## config.mk

```make
export PLATFORM = sky130hd
export DESIGN_NAME = nmea_gga_rmc_sentence_parser_core
export DESIGN_NICKNAME = d
export VERILOG_FILES = /design/src/hw/rtl/ngrp_pkg.sv /design/src/hw/rtl/nmea_gga_rmc_sentence_parser_core.sv
export VERILOG_INCLUDE_DIRS = /design/src /design/src/hw/rtl
export SDC_FILE = /design/constraint.sdc
export NUM_CORES = 2
export LEC_CHECK = 0
export BUFFER_PORTS_ARGS = -buffer_cell sky130_fd_sc_hd__buf_2
export CORE_ASPECT_RATIO = 1.25
export CORE_MARGIN = 2
export CORE_UTILIZATION = 38
export CTS_BUF_LIST = sky130_fd_sc_hd__clkbuf_2 sky130_fd_sc_hd__clkbuf_4 sky130_fd_sc_hd__clkbuf_8
export CTS_CLUSTER_SIZE = 25
export DETAILED_ROUTE_END_ITERATION = 7
export SETUP_SLACK_MARGIN = 0.05
export SYNTH_ARGS = -nofsm -noshare
export SYNTH_HDL_FRONTEND = slang
export SYNTH_SLANG_ARGS = --single-unit
```

## constraint.sdc

```tcl
create_clock -name clk -period 10.26 [get_ports clk]
set_input_delay 1.539 -clock clk [delete_from_list [all_inputs] [get_ports clk]]
set_output_delay 1.539 -clock clk [all_outputs]
set_load 0.01 [all_outputs]
```

## src/hw/rtl/nmea_gga_rmc_sentence_parser_core_macros.svh

```systemverilog
// Assertion macros shared by the NMEA parser RTL.
// Depends on nothing; the including module must have clk and rst_n.
`ifndef NMEA_GGA_RMC_SENTENCE_PARSER_CORE_MACROS_SVH
`define NMEA_GGA_RMC_SENTENCE_PARSER_CORE_MACROS_SVH

// Same-cycle implication, checked out of reset.
`define NGRP_ASSERT_NOW(label, ante, cons) \
  label: assert property (@(posedge clk) disable iff (!rst_n) (ante) |-> (cons)) \
    else $error("parser assertion failed");

// Next-cycle implication, checked out of reset.
`define NGRP_ASSERT_NEXT(label, ante, cons) \
  label: assert property (@(posedge clk) disable iff (!rst_n) (ante) |=> (cons)) \
    else $error("parser assertion failed");

`endif

```

## src/hw/rtl/ngrp_pkg.sv

```systemverilog
// Package for the NMEA GGA/RMC parser: character codes, limits, scan helpers.
// No dependencies.
package ngrp_pkg;

  localparam int MAX_LINE = 128;
  localparam int POS_W    = $clog2(MAX_LINE);

  localparam logic [7:0] CH_CR     = 8'h0d;
  localparam logic [7:0] CH_LF     = 8'h0a;
  localparam logic [7:0] CH_NUL    = 8'h00;
  localparam logic [7:0] CH_DOLLAR = 8'h24;
  localparam logic [7:0] CH_COMMA  = 8'h2c;
  localparam logic [7:0] CH_DOT    = 8'h2e;
  localparam logic [7:0] CH_MINUS  = 8'h2d;
  localparam logic [7:0] CH_0      = 8'h30;
  localparam logic [7:0] CH_9      = 8'h39;
  localparam logic [7:0] CH_A      = 8'h41;
  localparam logic [7:0] CH_C      = 8'h43;
  localparam logic [7:0] CH_G      = 8'h47;
  localparam logic [7:0] CH_M      = 8'h4d;
  localparam logic [7:0] CH_N      = 8'h4e;
  localparam logic [7:0] CH_R      = 8'h52;
  localparam logic [7:0] CH_S      = 8'h53;
  localparam logic [7:0] CH_W      = 8'h57;

  // header match codes
  localparam logic [1:0] HDR_NONE = 2'd0;
  localparam logic [1:0] HDR_GGA  = 2'd1;
  localparam logic [1:0] HDR_RMC  = 2'd2;
  localparam logic [1:0] HDR_OPEN = 2'd3;

  localparam logic [4:0] FLD_FROZEN = 5'd31;
  localparam logic [4:0] FLD_MAX    = 5'd30;
  localparam logic [2:0] PH_END     = 3'd7;
  localparam logic [2:0] FCHAR_MAX  = 3'd7;

  localparam logic [31:0] COORD_CAP   = 32'd268435455;
  localparam logic [26:0] LAT_MAX     = 27'd54000000;
  localparam logic [27:0] LON_MAX     = 28'd108000000;
  localparam logic [23:0] ALT_POS_MAX = 24'd999999;
  localparam logic [20:0] ALT_NEG_MAX = 21'd99999;
  localparam logic [19:0] SPEED_MAX   = 20'd99999;
  localparam logic [31:0] DEG_SCALE   = 32'd400000;   // 1e6 - 600000
  localparam logic [20:0] MPH_MUL     = 21'd1150779;
  localparam logic [31:0] MPH_RECIP   = 32'd2251799814; // ceil(2^45 / 15625)
  localparam int          MPH_SHIFT   = 45;

  // number scan result: hit = digit taken, idx 0 = integer, k = k-th fraction
  typedef struct packed {
    logic       hit;
    logic [2:0] idx;
    logic [2:0] ph;
  } scan_t;

  // coordinate accumulator: raw ddmm.mmmm x 1e4, plus degrees and the two
  // low integer digits so minutes can be split off without a divider
  typedef struct packed {
    logic [27:0] raw;
    logic [8:0]  deg;
    logic [3:0]  tens;
    logic [3:0]  ones;
    logic        sat;
  } coord_t;

  function automatic logic is_digit(logic [7:0] c);
    return (c >= CH_0) && (c <= CH_9);
  endfunction

  function automatic scan_t scan_char(logic [7:0] c, logic [2:0] ph);
    scan_t s;
    s.hit = 1'b0;
    s.idx = ph;
    s.ph  = ph;
    if (ph == PH_END) begin
      s.ph = PH_END;
    end else if (c == CH_DOT) begin
      s.ph = (ph == 3'd0) ? 3'd1 : PH_END;
    end else if (!is_digit(c)) begin
      s.ph = PH_END;
    end else begin
      s.hit = 1'b1;
      if (ph != 3'd0 && ph < 3'd6) s.ph = ph + 3'd1;
    end
    return s;
  endfunction

  function automatic coord_t coord_step(coord_t cur, scan_t s, logic [3:0] d);
    coord_t      n;
    logic [31:0] sum;
    logic [31:0] step;
    logic [11:0] deg_w;
    n     = cur;
    sum   = {4'd0, cur.raw};
    step  = 32'd0;
    deg_w = 12'd10 * {3'd0, cur.deg} + {8'd0, cur.tens};
    unique case (s.idx)
      3'd1:    step = 32'd1000;
      3'd2:    step = 32'd100;
      3'd3:    step = 32'd10;
      3'd4:    step = 32'd1;
      default: step = 32'd0;
    endcase
    if (s.hit && s.idx == 3'd0) begin
      sum    = {4'd0, cur.raw} * 32'd10 + {28'd0, d} * 32'd10000;
      n.deg  = deg_w[8:0];
      n.tens = cur.ones;
      n.ones = d;
    end else if (s.hit) begin
      sum = {4'd0, cur.raw} + {28'd0, d} * step;
    end
    if (sum > COORD_CAP) begin
      n.raw = COORD_CAP[27:0];
      n.sat = 1'b1;
    end else begin
      n.raw = sum[27:0];
    end
    return n;
  endfunction

  // first result stage: snapshot of the line
  typedef struct packed {
    logic        kind;
    coord_t      lat;
    coord_t      lon;
    logic        lat_neg;
    logic        lon_neg;
    logic [3:0]  qual;
    logic [6:0]  sats;
    logic [20:0] alt;
    logic        alt_neg;
    logic [6:0]  hh;
    logic [6:0]  mm;
    logic [6:0]  ss;
    logic [16:0] spd;
    logic        fixv;
  } stg1_t;

  // second result stage: minutes folded, speed product formed
  typedef struct packed {
    logic        kind;
    logic [26:0] lat_v;
    logic [27:0] lon_v;
    logic        lat_neg;
    logic        lon_neg;
    logic [3:0]  qual;
    logic [6:0]  sats;
    logic [20:0] alt_v;
    logic        alt_neg;
    logic [6:0]  hh;
    logic [6:0]  mm;
    logic [6:0]  ss;
    logic [16:0] spd;
    logic [36:0] prod;
    logic        fixv;
  } stg2_t;

endpackage

```

## src/hw/rtl/nmea_gga_rmc_sentence_parser_core.sv

```systemverilog
// NMEA GGA/RMC sentence parser, top level.
// Depends on ngrp_pkg and nmea_gga_rmc_sentence_parser_core_macros.svh.
//
// Usage:
//   in_*  : one received byte per request (valid/ready). A byte is taken
//           every cycle while the result pipe has room.
//   out_* : one request per completed $GNGGA or $GNRMC line (valid/ready).
//           Other lines, empty lines and over-long lines produce nothing.
// Pipeline: the snapshot is taken at the edge that accepts the CR/LF byte,
//   then the minute fold and speed product, then the reciprocal multiply
//   into the output register.
// Throughput: 1 byte per cycle while in_ready is high; the field accumulators
//   update in the same cycle the byte is taken.
// Stall: a result waiting at the output does not stop input; in_ready drops
//   only when all three result stages hold requests and out_ready is low.
// Reset: rst_n (synchronous, active low) empties the result pipe and clears
//   the line state, as if no byte had been received.
module nmea_gga_rmc_sentence_parser_core (
  input  logic                clk,
  input  logic                rst_n,
  input  logic                in_valid,
  output logic                in_ready,
  input  logic [7:0]          in_rx_byte,
  output logic                out_valid,
  input  logic                out_ready,
  output logic                out_sentence_kind,
  output logic signed [26:0]  out_latitude,
  output logic signed [27:0]  out_longitude,
  output logic [3:0]          out_fix_quality,
  output logic [6:0]          out_satellites,
  output logic signed [20:0]  out_altitude_dm,
  output logic [6:0]          out_hour,
  output logic [6:0]          out_minute,
  output logic [6:0]          out_second,
  output logic [16:0]         out_speed_knots_centi,
  output logic [16:0]         out_speed_mph_centi,
  output logic                out_fix_valid
);

`include "nmea_gga_rmc_sentence_parser_core_macros.svh"

  // line state
  logic [ngrp_pkg::POS_W-1:0] pos_r, pos_nxt;
  logic [1:0]                 hdr_r, hdr_nxt;
  logic [4:0]                 fnum_r, fnum_nxt;
  logic [2:0]                 fchar_r, fchar_nxt;
  logic [2:0]                 frac_r, frac_nxt;
  ngrp_pkg::coord_t           lat_r, lat_nxt, lon_r, lon_nxt;
  logic [20:0]                alt_r, alt_nxt;
  logic [16:0]                spd_r, spd_nxt;
  logic [6:0]                 tm0_r, tm0_nxt, tm1_r, tm1_nxt, tm2_r, tm2_nxt;
  logic [2:0]                 stop_r, stop_nxt;
  logic [3:0]                 qual_r, qual_nxt;
  logic [6:0]                 sats_r, sats_nxt;
  logic [3:0]                 flags_r, flags_nxt;

  // result pipe
  logic                       s1_valid_r, s2_valid_r, out_valid_r;
  ngrp_pkg::stg1_t            s1_r, s1_nxt;
  ngrp_pkg::stg2_t            s2_r, s2_nxt;

  logic                       in_fire, is_end, emit, clr;
  logic                       out_free, s2_free, s1_free;
  logic [7:0]                 c;
  logic [3:0]                 d;
  ngrp_pkg::scan_t            sc;
  logic [6:0]                 qual_w;
  logic [9:0]                 sats_w;
  logic [23:0]                alt_w;
  logic [19:0]                spd_w;
  logic [6:0]                 tm_w;
  logic [1:0]                 pair;

  // handshake and pipe advance
  assign out_free = !out_valid_r || out_ready;
  assign s2_free  = !s2_valid_r || out_free;
  assign s1_free  = !s1_valid_r || s2_free;
  assign in_ready = s1_free;
  assign in_fire  = in_valid && in_ready;
  assign out_valid = out_valid_r;

  assign c      = in_rx_byte;
  assign d      = 4'(c - ngrp_pkg::CH_0);
  assign sc     = ngrp_pkg::scan_char(c, frac_r);
  assign is_end = (c == ngrp_pkg::CH_LF) || (c == ngrp_pkg::CH_CR);
  assign emit   = is_end && (pos_r >= ngrp_pkg::POS_W'(6)) &&
                  (hdr_r == ngrp_pkg::HDR_GGA || hdr_r == ngrp_pkg::HDR_RMC);
  assign pair   = fchar_r[2:1];

  // per-byte line parsing
  always_comb begin
    pos_nxt   = pos_r;
    hdr_nxt   = hdr_r;
    fnum_nxt  = fnum_r;
    fchar_nxt = fchar_r;
    frac_nxt  = frac_r;
    lat_nxt   = lat_r;
    lon_nxt   = lon_r;
    alt_nxt   = alt_r;
    spd_nxt   = spd_r;
    tm0_nxt   = tm0_r;
    tm1_nxt   = tm1_r;
    tm2_nxt   = tm2_r;
    stop_nxt  = stop_r;
    qual_nxt  = qual_r;
    sats_nxt  = sats_r;
    flags_nxt = flags_r;
    clr       = 1'b0;
    qual_w    = 7'd10 * {3'd0, qual_r} + {3'd0, d};
    sats_w    = 10'd10 * {3'd0, sats_r} + {6'd0, d};
    alt_w     = 24'd0;
    spd_w     = 20'd0;
    tm_w      = 7'd0;

    if (in_fire) begin
      if (is_end) begin
        clr = (pos_r != '0);
      end else if (pos_r >= ngrp_pkg::POS_W'(ngrp_pkg::MAX_LINE - 1)) begin
        clr = 1'b1;
      end else begin
        pos_nxt = pos_r + ngrp_pkg::POS_W'(1);
        if (pos_r < ngrp_pkg::POS_W'(6)) begin
          // header "$GNGGA" / "$GNRMC"
          priority if (pos_r == ngrp_pkg::POS_W'(0)) begin
            hdr_nxt = (c == ngrp_pkg::CH_DOLLAR) ? ngrp_pkg::HDR_OPEN : ngrp_pkg::HDR_NONE;
          end else if (pos_r == ngrp_pkg::POS_W'(1)) begin
            if (c != ngrp_pkg::CH_G) hdr_nxt = ngrp_pkg::HDR_NONE;
          end else if (pos_r == ngrp_pkg::POS_W'(2)) begin
            if (c != ngrp_pkg::CH_N) hdr_nxt = ngrp_pkg::HDR_NONE;
          end else if (pos_r == ngrp_pkg::POS_W'(3)) begin
            if (hdr_r == ngrp_pkg::HDR_OPEN && c == ngrp_pkg::CH_G) hdr_nxt = ngrp_pkg::HDR_GGA;
            else if (hdr_r == ngrp_pkg::HDR_OPEN && c == ngrp_pkg::CH_R)
              hdr_nxt = ngrp_pkg::HDR_RMC;
            else hdr_nxt = ngrp_pkg::HDR_NONE;
          end else if (pos_r == ngrp_pkg::POS_W'(4)) begin
            if (!((hdr_r == ngrp_pkg::HDR_GGA && c == ngrp_pkg::CH_G) ||
                  (hdr_r == ngrp_pkg::HDR_RMC && c == ngrp_pkg::CH_M)))
              hdr_nxt = ngrp_pkg::HDR_NONE;
          end else begin
            if (!((hdr_r == ngrp_pkg::HDR_GGA && c == ngrp_pkg::CH_A) ||
                  (hdr_r == ngrp_pkg::HDR_RMC && c == ngrp_pkg::CH_C)))
              hdr_nxt = ngrp_pkg::HDR_NONE;
          end
        end else if (fnum_r != ngrp_pkg::FLD_FROZEN) begin
          if (c == ngrp_pkg::CH_NUL) begin
            fnum_nxt = ngrp_pkg::FLD_FROZEN;
          end else if (c == ngrp_pkg::CH_COMMA) begin
            if (fnum_r < ngrp_pkg::FLD_MAX) fnum_nxt = fnum_r + 5'd1;
            fchar_nxt = 3'd0;
            frac_nxt  = 3'd0;
          end else begin
            if (fchar_r < ngrp_pkg::FCHAR_MAX) fchar_nxt = fchar_r + 3'd1;
            if (hdr_r == ngrp_pkg::HDR_GGA) begin
              // GGA fields
              unique case (fnum_r)
                5'd2: begin
                  frac_nxt = sc.ph;
                  lat_nxt  = ngrp_pkg::coord_step(lat_r, sc, d);
                end
                5'd3: begin
                  if (fchar_r == 3'd0 && (c == ngrp_pkg::CH_S || c == ngrp_pkg::CH_W))
                    flags_nxt[0] = 1'b1;
                end
                5'd4: begin
                  frac_nxt = sc.ph;
                  lon_nxt  = ngrp_pkg::coord_step(lon_r, sc, d);
                end
                5'd5: begin
                  if (fchar_r == 3'd0 && (c == ngrp_pkg::CH_S || c == ngrp_pkg::CH_W))
                    flags_nxt[1] = 1'b1;
                end
                5'd6: begin
                  frac_nxt = sc.ph;
                  if (sc.hit && sc.idx == 3'd0)
                    qual_nxt = (qual_w > 7'd9) ? 4'd9 : qual_w[3:0];
                end
                5'd7: begin
                  frac_nxt = sc.ph;
                  if (sc.hit && sc.idx == 3'd0)
                    sats_nxt = (sats_w > 10'd99) ? 7'd99 : sats_w[6:0];
                end
                5'd9: begin
                  if (fchar_r == 3'd0 && c == ngrp_pkg::CH_MINUS) begin
                    flags_nxt[3] = 1'b1;
                  end else begin
                    frac_nxt = sc.ph;
                    if (sc.hit && sc.idx == 3'd0)
                      alt_w = 24'd10 * {3'd0, alt_r} + 24'd10 * {20'd0, d};
                    else if (sc.hit && sc.idx == 3'd1)
                      alt_w = {3'd0, alt_r} + {20'd0, d};
                    else
                      alt_w = {3'd0, alt_r};
                    alt_nxt = (alt_w > ngrp_pkg::ALT_POS_MAX) ?
                              ngrp_pkg::ALT_POS_MAX[20:0] : alt_w[20:0];
                  end
                end
                default: begin
                end
              endcase
            end else if (hdr_r == ngrp_pkg::HDR_RMC) begin
              // RMC fields
              unique case (fnum_r)
                5'd1: begin
                  if (fchar_r < 3'd6 && !stop_r[pair]) begin
                    if (ngrp_pkg::is_digit(c)) begin
                      unique case (pair)
                        2'd0:    tm_w = 7'd10 * tm0_r + {3'd0, d};
                        2'd1:    tm_w = 7'd10 * tm1_r + {3'd0, d};
                        default: tm_w = 7'd10 * tm2_r + {3'd0, d};
                      endcase
                      unique case (pair)
                        2'd0:    tm0_nxt = tm_w;
                        2'd1:    tm1_nxt = tm_w;
                        default: tm2_nxt = tm_w;
                      endcase
                    end else begin
                      stop_nxt[pair] = 1'b1;
                    end
                  end
                end
                5'd2: begin
                  if (fchar_r == 3'd0 && c == ngrp_pkg::CH_A) flags_nxt[2] = 1'b1;
                end
                5'd7: begin
                  frac_nxt = sc.ph;
                  if (sc.hit && sc.idx == 3'd0)
                    spd_w = 20'd10 * {3'd0, spd_r} + 20'd100 * {16'd0, d};
                  else if (sc.hit && sc.idx == 3'd1)
                    spd_w = {3'd0, spd_r} + 20'd10 * {16'd0, d};
                  else if (sc.hit && sc.idx == 3'd2)
                    spd_w = {3'd0, spd_r} + {16'd0, d};
                  else
                    spd_w = {3'd0, spd_r};
                  spd_nxt = (spd_w > ngrp_pkg::SPEED_MAX) ?
                            ngrp_pkg::SPEED_MAX[16:0] : spd_w[16:0];
                end
                default: begin
                end
              endcase
            end
          end
        end
      end
    end

    // end of line or overflow: start an empty line
    if (clr) begin
      pos_nxt   = '0;
      hdr_nxt   = ngrp_pkg::HDR_NONE;
      fnum_nxt  = 5'd0;
      fchar_nxt = 3'd0;
      frac_nxt  = 3'd0;
      lat_nxt   = '0;
      lon_nxt   = '0;
      alt_nxt   = 21'd0;
      spd_nxt   = 17'd0;
      tm0_nxt   = 7'd0;
      tm1_nxt   = 7'd0;
      tm2_nxt   = 7'd0;
      stop_nxt  = 3'd0;
      qual_nxt  = 4'd0;
      sats_nxt  = 7'd0;
      flags_nxt = 4'd0;
    end
  end

  always_ff @(posedge clk) begin
    if (!rst_n) begin
      pos_r   <= '0;
      hdr_r   <= ngrp_pkg::HDR_NONE;
      fnum_r  <= 5'd0;
      fchar_r <= 3'd0;
      frac_r  <= 3'd0;
      lat_r   <= '0;
      lon_r   <= '0;
      alt_r   <= 21'd0;
      spd_r   <= 17'd0;
      tm0_r   <= 7'd0;
      tm1_r   <= 7'd0;
      tm2_r   <= 7'd0;
      stop_r  <= 3'd0;
      qual_r  <= 4'd0;
      sats_r  <= 7'd0;
      flags_r <= 4'd0;
    end else begin
      pos_r   <= pos_nxt;
      hdr_r   <= hdr_nxt;
      fnum_r  <= fnum_nxt;
      fchar_r <= fchar_nxt;
      frac_r  <= frac_nxt;
      lat_r   <= lat_nxt;
      lon_r   <= lon_nxt;
      alt_r   <= alt_nxt;
      spd_r   <= spd_nxt;
      tm0_r   <= tm0_nxt;
      tm1_r   <= tm1_nxt;
      tm2_r   <= tm2_nxt;
      stop_r  <= stop_nxt;
      qual_r  <= qual_nxt;
      sats_r  <= sats_nxt;
      flags_r <= flags_nxt;
    end
  end

  // stage 1: snapshot of the finished line
  always_comb begin
    s1_nxt.kind    = (hdr_r == ngrp_pkg::HDR_RMC);
    s1_nxt.lat     = lat_r;
    s1_nxt.lon     = lon_r;
    s1_nxt.lat_neg = flags_r[0];
    s1_nxt.lon_neg = flags_r[1];
    s1_nxt.fixv    = flags_r[2];
    s1_nxt.alt_neg = flags_r[3];
    s1_nxt.qual    = qual_r;
    s1_nxt.sats    = sats_r;
    s1_nxt.alt     = alt_r;
    s1_nxt.hh      = tm0_r;
    s1_nxt.mm      = tm1_r;
    s1_nxt.ss      = tm2_r;
    s1_nxt.spd     = spd_r;
  end

  // stage 2: fold degrees to minutes (raw - 400000*deg), cap, speed product
  logic [31:0] lat_fold, lon_fold;
  assign lat_fold = {4'd0, s1_r.lat.raw} - {23'd0, s1_r.lat.deg} * ngrp_pkg::DEG_SCALE;
  assign lon_fold = {4'd0, s1_r.lon.raw} - {23'd0, s1_r.lon.deg} * ngrp_pkg::DEG_SCALE;

  always_comb begin
    s2_nxt.kind    = s1_r.kind;
    s2_nxt.lat_neg = s1_r.lat_neg;
    s2_nxt.lon_neg = s1_r.lon_neg;
    s2_nxt.qual    = s1_r.qual;
    s2_nxt.sats    = s1_r.sats;
    s2_nxt.alt_neg = s1_r.alt_neg;
    s2_nxt.hh      = s1_r.hh;
    s2_nxt.mm      = s1_r.mm;
    s2_nxt.ss      = s1_r.ss;
    s2_nxt.spd     = s1_r.spd;
    s2_nxt.fixv    = s1_r.fixv;
    if (s1_r.lat.sat || lat_fold > {5'd0, ngrp_pkg::LAT_MAX}) s2_nxt.lat_v = ngrp_pkg::LAT_MAX;
    else s2_nxt.lat_v = lat_fold[26:0];
    if (s1_r.lon.sat || lon_fold > {4'd0, ngrp_pkg::LON_MAX}) s2_nxt.lon_v = ngrp_pkg::LON_MAX;
    else s2_nxt.lon_v = lon_fold[27:0];
    if (s1_r.alt_neg && s1_r.alt > ngrp_pkg::ALT_NEG_MAX) s2_nxt.alt_v = ngrp_pkg::ALT_NEG_MAX;
    else s2_nxt.alt_v = s1_r.alt;
    s2_nxt.prod = 37'({20'd0, s1_r.spd} * {16'd0, ngrp_pkg::MPH_MUL});
  end

  // stage 3: signs, mph by reciprocal, zero the other kind's fields
  logic [63:0] mph_prod;
  assign mph_prod = {33'd0, s2_r.prod[36:6]} * {32'd0, ngrp_pkg::MPH_RECIP};

  always_ff @(posedge clk) begin
    if (!rst_n) begin
      s1_valid_r  <= 1'b0;
      s2_valid_r  <= 1'b0;
      out_valid_r <= 1'b0;
    end else begin
      s1_valid_r  <= s1_free ? (in_fire && emit) : 1'b1;
      s2_valid_r  <= s2_free ? s1_valid_r : 1'b1;
      out_valid_r <= out_free ? s2_valid_r : 1'b1;
    end
  end

  always_ff @(posedge clk) begin
    if (s1_free) s1_r <= s1_nxt;
    if (s2_free) s2_r <= s2_nxt;
    if (out_free) begin
      out_sentence_kind <= s2_r.kind;
      if (!s2_r.kind) begin
        out_latitude          <= s2_r.lat_neg ? -$signed(s2_r.lat_v) : $signed(s2_r.lat_v);
        out_longitude         <= s2_r.lon_neg ? -$signed(s2_r.lon_v) : $signed(s2_r.lon_v);
        out_fix_quality       <= s2_r.qual;
        out_satellites        <= s2_r.sats;
        out_altitude_dm       <= s2_r.alt_neg ? -$signed(s2_r.alt_v) : $signed(s2_r.alt_v);
        out_hour              <= 7'd0;
        out_minute            <= 7'd0;
        out_second            <= 7'd0;
        out_speed_knots_centi <= 17'd0;
        out_speed_mph_centi   <= 17'd0;
        out_fix_valid         <= 1'b0;
      end else begin
        out_latitude          <= 27'sd0;
        out_longitude         <= 28'sd0;
        out_fix_quality       <= 4'd0;
        out_satellites        <= 7'd0;
        out_altitude_dm       <= 21'sd0;
        out_hour              <= s2_r.hh;
        out_minute            <= s2_r.mm;
        out_second            <= s2_r.ss;
        out_speed_knots_centi <= s2_r.spd;
        out_speed_mph_centi   <= 17'(mph_prod >> ngrp_pkg::MPH_SHIFT);
        out_fix_valid         <= s2_r.fixv;
      end
    end
  end

  // checks
  `NGRP_ASSERT_NOW(a_ready_only_when_full, !in_ready,
    s1_valid_r && s2_valid_r && out_valid_r && !out_ready)
  `NGRP_ASSERT_NEXT(a_emit_enters_pipe, in_fire && emit, s1_valid_r)
  `NGRP_ASSERT_NEXT(a_line_end_clears, in_fire && is_end, pos_r == '0)
  `NGRP_ASSERT_NOW(a_pos_bound, 1'b1,
    pos_r <= ngrp_pkg::POS_W'(ngrp_pkg::MAX_LINE - 1))
  `NGRP_ASSERT_NOW(a_gga_has_no_rmc, out_valid_r && !out_sentence_kind,
    !out_fix_valid && out_hour == 7'd0 && out_speed_knots_centi == 17'd0)

endmodule
```

**Word-level counts from Yosys, hierarchy flattened**

Index checks and enable logic that the tools add are counted.

- Word-level logic and storage cells: 386
- Flip-flop bits (word level): 654
- Output and inout port bits: 146
- Input port bits: 12

- Equal/unequal tests: 43
- $add $sub $neg: 26
- Mux-type cells: 117
- $mul: 21
- Bitwise operators: 11
- Reduce and logical (&&, ||, !) cells: 73
- $lt $le $gt $ge: 20

Operators by type and width:

| kind | number |
|---|---|
| $mux 32 | 40 |
| $mux 24 | 11 |
| $mux 20 | 11 |
| $reduce_and 10->1 | 12 |
| $mux 28 | 3 |
| $add 28x32->32 | 2 |
| $add 32x18->32 | 2 |
| $gt 32x28->1 const B | 2 |
| $mul 4x32->32 | 2 |
| $mul 28x3->31 const B | 2 |
| $mul 31x31->61 const B | 1 |
| $sub 28x28->29 | 2 |
| $eq 8x7->1 const B | 7 |
| $mul 9x12->21 const B | 2 |
| $mux 21 | 2 |
| $pmux 10 s4 | 1 |
| $reduce_and 13->1 | 3 |
| $mul 17x21->37 const B | 1 |
| $mux 18 | 2 |
| $mux 3 | 12 |
| $eq 8x6->1 const B | 4 |
| $gt 32x26->1 const B | 1 |
| $gt 32x27->1 const B | 1 |
| $add 7x4->7 | 4 |
| 89 further kinds | 181 |

**Longest topological paths before layout**

- Depth after elaboration: 26
- Depth in mapped cells: 30
- Depth with buffers taken out: 29

**Least setup slack after synthesis**

Ideal clock, no wire load.

- Path type: input-to-reg
- Start: input out_ready
- End: register lon_r[24] (netlist name)
- Path slack: 1.236 ns
- Path buffers: 2
- Library setup time: 0.091 ns
- Stages on the path: 11
- Arrival time: 8.933 ns
- Data required time: 10.169 ns
- Cells stage by stage: nand4b_1 > nand2_1 > and4b_1 > nand2_1 > clkbuf_1 > or2_2 > clkbuf_1 > a31oi_1 > nand2_1 > nor3_1 > a311oi_1

- Word-level cells in the longest chain between the ends: 6
- Elaborated cells on any way between the ends: 7
- Those cells by class: 1 x mux; 6 x reduce/logical

RTL lines:

| element | line | RTL |
|---|---|---|
| from (decl) | nmea_gga_rmc_sentence_parser_core.sv:25 | `input logic out_ready,` |
| $logic_or 1x1->1 (*) | nmea_gga_rmc_sentence_parser_core.sv:75 | `assign out_free = !out_valid_r \|\| out_ready;` |
| $logic_or 1x1->1 (*) | nmea_gga_rmc_sentence_parser_core.sv:76 | `assign s2_free = !s2_valid_r \|\| out_free;` |
| $logic_or 1x1->1 (*) | nmea_gga_rmc_sentence_parser_core.sv:77 | `assign s1_free = !s1_valid_r \|\| s2_free;` |
| $logic_and 1x1->1 (*) | nmea_gga_rmc_sentence_parser_core.sv:79 | `assign in_fire = in_valid && in_ready;` |
| $mux 1 | nmea_gga_rmc_sentence_parser_core.sv:115 | `if (in_fire) begin` |
| $reduce_or 2->1 (no source line) | n/a |  |
| to (signal assigned) | nmea_gga_rmc_sentence_parser_core.sv:292 | `lon_r <= lon_nxt;` |
| to (decl) | nmea_gga_rmc_sentence_parser_core.sv:48 | `ngrp_pkg::coord_t lat_r, lat_nxt, lon_r, lon_nxt;` |

Every way passes the cells marked *; elsewhere a longest branch is shown, timed or not.
A chain may end at the register's enable or synchronous reset.

**Worst setup path after layout**

- Start: register s2_r[24] (netlist name)
- End: register out_speed_mph_centi[14] (data pin)

- Word-level cells in the longest chain between the ends: 1

RTL lines:

| element | line | RTL |
|---|---|---|
| from (decl) | nmea_gga_rmc_sentence_parser_core.sv:60 | `ngrp_pkg::stg2_t s2_r, s2_nxt;` |
| from (signal assigned) | nmea_gga_rmc_sentence_parser_core.sv:367 | `if (s2_free) s2_r <= s2_nxt;` |
| $mul 31x31->61 | nmea_gga_rmc_sentence_parser_core.sv:351 | `assign mph_prod = {33'd0, s2_r.prod[36:6]} * {32'd0, ngrp_pkg::MPH_RECIP};` |
| to (signal assigned) | nmea_gga_rmc_sentence_parser_core.sv:392 | `out_speed_mph_centi <= 17'(mph_prod >> ngrp_pkg::MPH_SHIFT);` |
| to (decl) | nmea_gga_rmc_sentence_parser_core.sv:36 | `output logic [16:0] out_speed_mph_centi,` |

No other way between the ends.

==> flow_metrics.env <==
export IMPL_status="finished, final reports clean"
export IMPL_drv_cap=0
export IMPL_grt_pass1_vias=51861
export IMPL_drv_slew=0
export IMPL_cts_tree="built"
export IMPL_vdd_ir_drop_max_mv=0.08266
export IMPL_hold_ws_ns=0.3643
export IMPL_power_density_nw_per_um2=77.44
export IMPL_hold_class="flip-flop to flip-flop"
export IMPL_row_count=173
export IMPL_wirelength_um=186900
export IMPL_routed_via_density=5.283
export IMPL_ys_warn_count=0
export IMPL_clockBufferDepth=3
export IMPL_postCtsSetupBuffers=0
export IMPL_rsz0062_at_grt="false"
export IMPL_dp_hpwl_um=151200
export IMPL_final_nets=8688
export IMPL_finClkSkew_ns=0.09686
export IMPL_initial_core_util_pct=38.17
export IMPL_wire_per_inst_um=19.63
export IMPL_cp_startpoint="s2_r[24]"
export IMPL_grt_util_all_layers_pct=20.50
export IMPL_p_seq_share_pct=48.5
export IMPL_finalSetupViolCount=0
export IMPL_worstPathRequired_ns=10.86
export IMPL_final_setup_tns_ns=0
export IMPL_worst_pin_slew_ns=1.189
export IMPL_combPwrFrac_pct=4.2
export IMPL_cts_clk_slew_worst_paths_ns=0.09
export IMPL_post_route_util_pct=41.58
export IMPL_p_leak_nw=37.76
export IMPL_fin_area_um2=73800
export IMPL_setup_slack_ns=1.464
export IMPL_core_area_um2=177500
export IMPL_yosysUniqueCellTypes=98
export IMPL_cts_resized=0
export IMPL_synth_top_area_share_pct=20.21
export IMPL_drt_iter0_drc=3175
export IMPL_areaGrowthSynthToFinish_pct=8.931
export IMPL_synth_seq_cells=648
export IMPL_htree_levels=3
export IMPL_fin_crit_ns=8.796
export IMPL_first_pass_iters=8
export IMPL_drc=0
export IMPL_syn_area_per_cell_um2=9.806
export IMPL_gp_congestion=0.9622
export IMPL_finalHoldViolCount=0
export IMPL_overflow=0
export IMPL_clk_latency_ns=0.90
export IMPL_die_w_um=381.7
export IMPL_hold_buffers=0
export IMPL_cts_buffers=110
export IMPL_synth_top_area_cell="edfxtp_1"
export IMPL_drive_above_1_share_pct=6.934
export IMPL_finalCritPeriodShare_pct=85.73
export IMPL_portBuffers=157
export IMPL_via_count=50296
export IMPL_crit_fanout=10
export IMPL_p_sw_share_pct=23.86
export IMPL_synth_ff_type="edfxtp_1"
export IMPL_relSlewSlack_pct=20.32
export IMPL_die_area_um2=181700
export IMPL_startpoint_type="flip-flop"
export IMPL_netlist_area_um2=67750
export IMPL_rr_startpoint="s2_r[24]"
export IMPL_cts_root_buffer="clkbuf_8"
export IMPL_io_pins=158
export IMPL_async_flop_share_pct=0
export IMPL_critPathKind="flip-flop to flip-flop"
export IMPL_switchingPower_mw=1.364
export IMPL_yosysSeqAreaShare_pct=25.88
export IMPL_clockPowerShare_pct=47.4
export IMPL_antenna_found_initial=11
export IMPL_place_area_um2=71230
export IMPL_min_from="s1_r[36]"
export IMPL_dieHeight_um=476.1
export IMPL_ant_nets=0
export IMPL_synth_edf_count=456
export IMPL_clkSinkCount=648
export IMPL_grt_pass1_wl_um=291500
export IMPL_synthCells=6909
export IMPL_pre_cts_ws_ns=1.521
export IMPL_ys_top_cells_by_area="edfxtp_1, ha_1, fa_1"
export IMPL_grt_max_degree=94
export IMPL_endpoint_kind="flip-flop"
export IMPL_internal_power_mw=4.351
export IMPL_fmax_ghz=0.1137
export IMPL_cp_arrival_ns=9.40
worst max-delay path, cell delays in order, from the launching register on:
cell and delay, ns:
edfxtp_1 0.63, ha_1 0.44, inv_1 0.19, fa_1 0.58, inv_1 0.06, fa_1 0.50, fa_1 0.52, inv_1 0.05
fa_1 0.46, fa_1 0.56, inv_1 0.06, fa_1 0.62, fa_1 0.45, ha_1 0.35, and3_1 0.21, nand4_1 0.13
or3_1 0.36, nor4_1 0.28, nand2_1 0.12, o31ai_1 0.64, o2111ai_1 0.35, a211oi_1 0.43, o31a_1 0.23, o21ai_0 0.10
and3b_1 0.17
registers in the layout, indices dropped and copies added (netlist names), 4 cells and up:
signal	cells
out_minute	7
pos_r	7
out_speed_knots_centi	17
out_satellites	7
tm0_r	7
lat_r	46
out_second	7
sats_r	7
fnum_r	5
tm1_r	7
out_hour	7
out_latitude	27
lon_r	46
flags_r	4
out_altitude_dm	21
qual_r	4
tm2_r	7
out_fix_quality	4
out_speed_mph_centi	17
out_longitude	28
s1_r	151
alt_r	21
spd_r	17
s2_r	161
layout by cell type (no fill, tap or decap), types with 91 or more instances in the layout:
cell type / n
xnor2_1: 223
clkbuf_8: 130
a21o_1: 142
nand2_1: 376
ha_1: 1025
dfxtp_1: 192
fa_1: 593
buf_2: 157
inv_1: 1104
edfxtp_1: 456
a21oi_1: 317
nor2_1: 410
xor2_1: 181
and2_1: 91
nand3_1: 130
o21ai_0: 281
nor3_1: 101
kinds of logic (layout without fill, tap and decap cells):
kind of cell | count (synthesis) | after routing | share of synthesized area [%]
xor+xnor | 405 | 405 | 5.256
compound gates | 1335 | 1335 | 12.98
flops | 648 | 648 | 25.88
simple gates | 1586 | 1586 | 11.61
fa+ha+maj | 1618 | 1618 | 36.45
buf+inv | 1265 | 1508 | 7.064
other cells | 1 | 7 | 0.005535
mux | 51 | 51 | 0.7553
worst paths after layout:
check | slack, ns | to | cells past startpoint
max | 1.46 | out_speed_mph_centi[14] | 24
min | 0.36 | s2_r[73] | 0
max reg2reg | 1.46 | out_speed_mph_centi[14] | 24
min reg2reg | 0.36 | s2_r[73] | 0
synth_stat cells (all sizes together) (33+ instances only):
cell	n
a211oi	72
a21o	142
a21oi	317
a31oi	87
and2	91
and3	61
clkbuf	139
dfxtp	192
edfxtp	456
fa	593
ha	1025
inv	1105
mux2i	50
nand2	379
nand2b	73
nand3	132
nand4	48
nor2	411
nor2b	79
nor3	106
nor4	47
o211ai	48
o21a	52
o21ai	299
o31ai	38
or2	33
or3	45
xnor2	223
xor2	181
cell type report:
type	instances	area (um2)
Antenna cell	5	12.51
Clock buffer	161	2022
Clock inverter	46	534.3
Inverter	1105	4153
Fill cell	17428	103700
Tap cell	2362	2955
Sequential cell	648	17540
Timing Repair Buffer	196	1091
Multi-Input combinational cell	4997	45500
power groups by stage:
stage,Sequential [mW],Combinational [mW],Clock (mW)
floorplan,2.82,0.151,0
global placement,2.82,0.231,0
detailed placement,2.83,0.237,0
CTS,2.77,0.238,2.80
global route,2.77,0.261,2.91
finish,2.77,0.238,2.71
metal layers:
layer / up-vias / GRT usage [%] / wire, um
li1: 24225 / - / -
met1: 24645 / 24.35 / 76270
met2: 1074 / 37.18 / 95280
met3: 346 / 2.496 / 7322
met4: 6 / 8.638 / 7999
met5: - / 0 / 37
metrics by stage:
step                total power, mW  cells
finish                        5.715   9520
CTS                           5.809   9515
floorplan                     2.976   6910
detailed placement            3.062   9308
global route                  5.936   9519
global placement              3.056   9308
No activity file was read; power rests on OpenSTA's default activity.
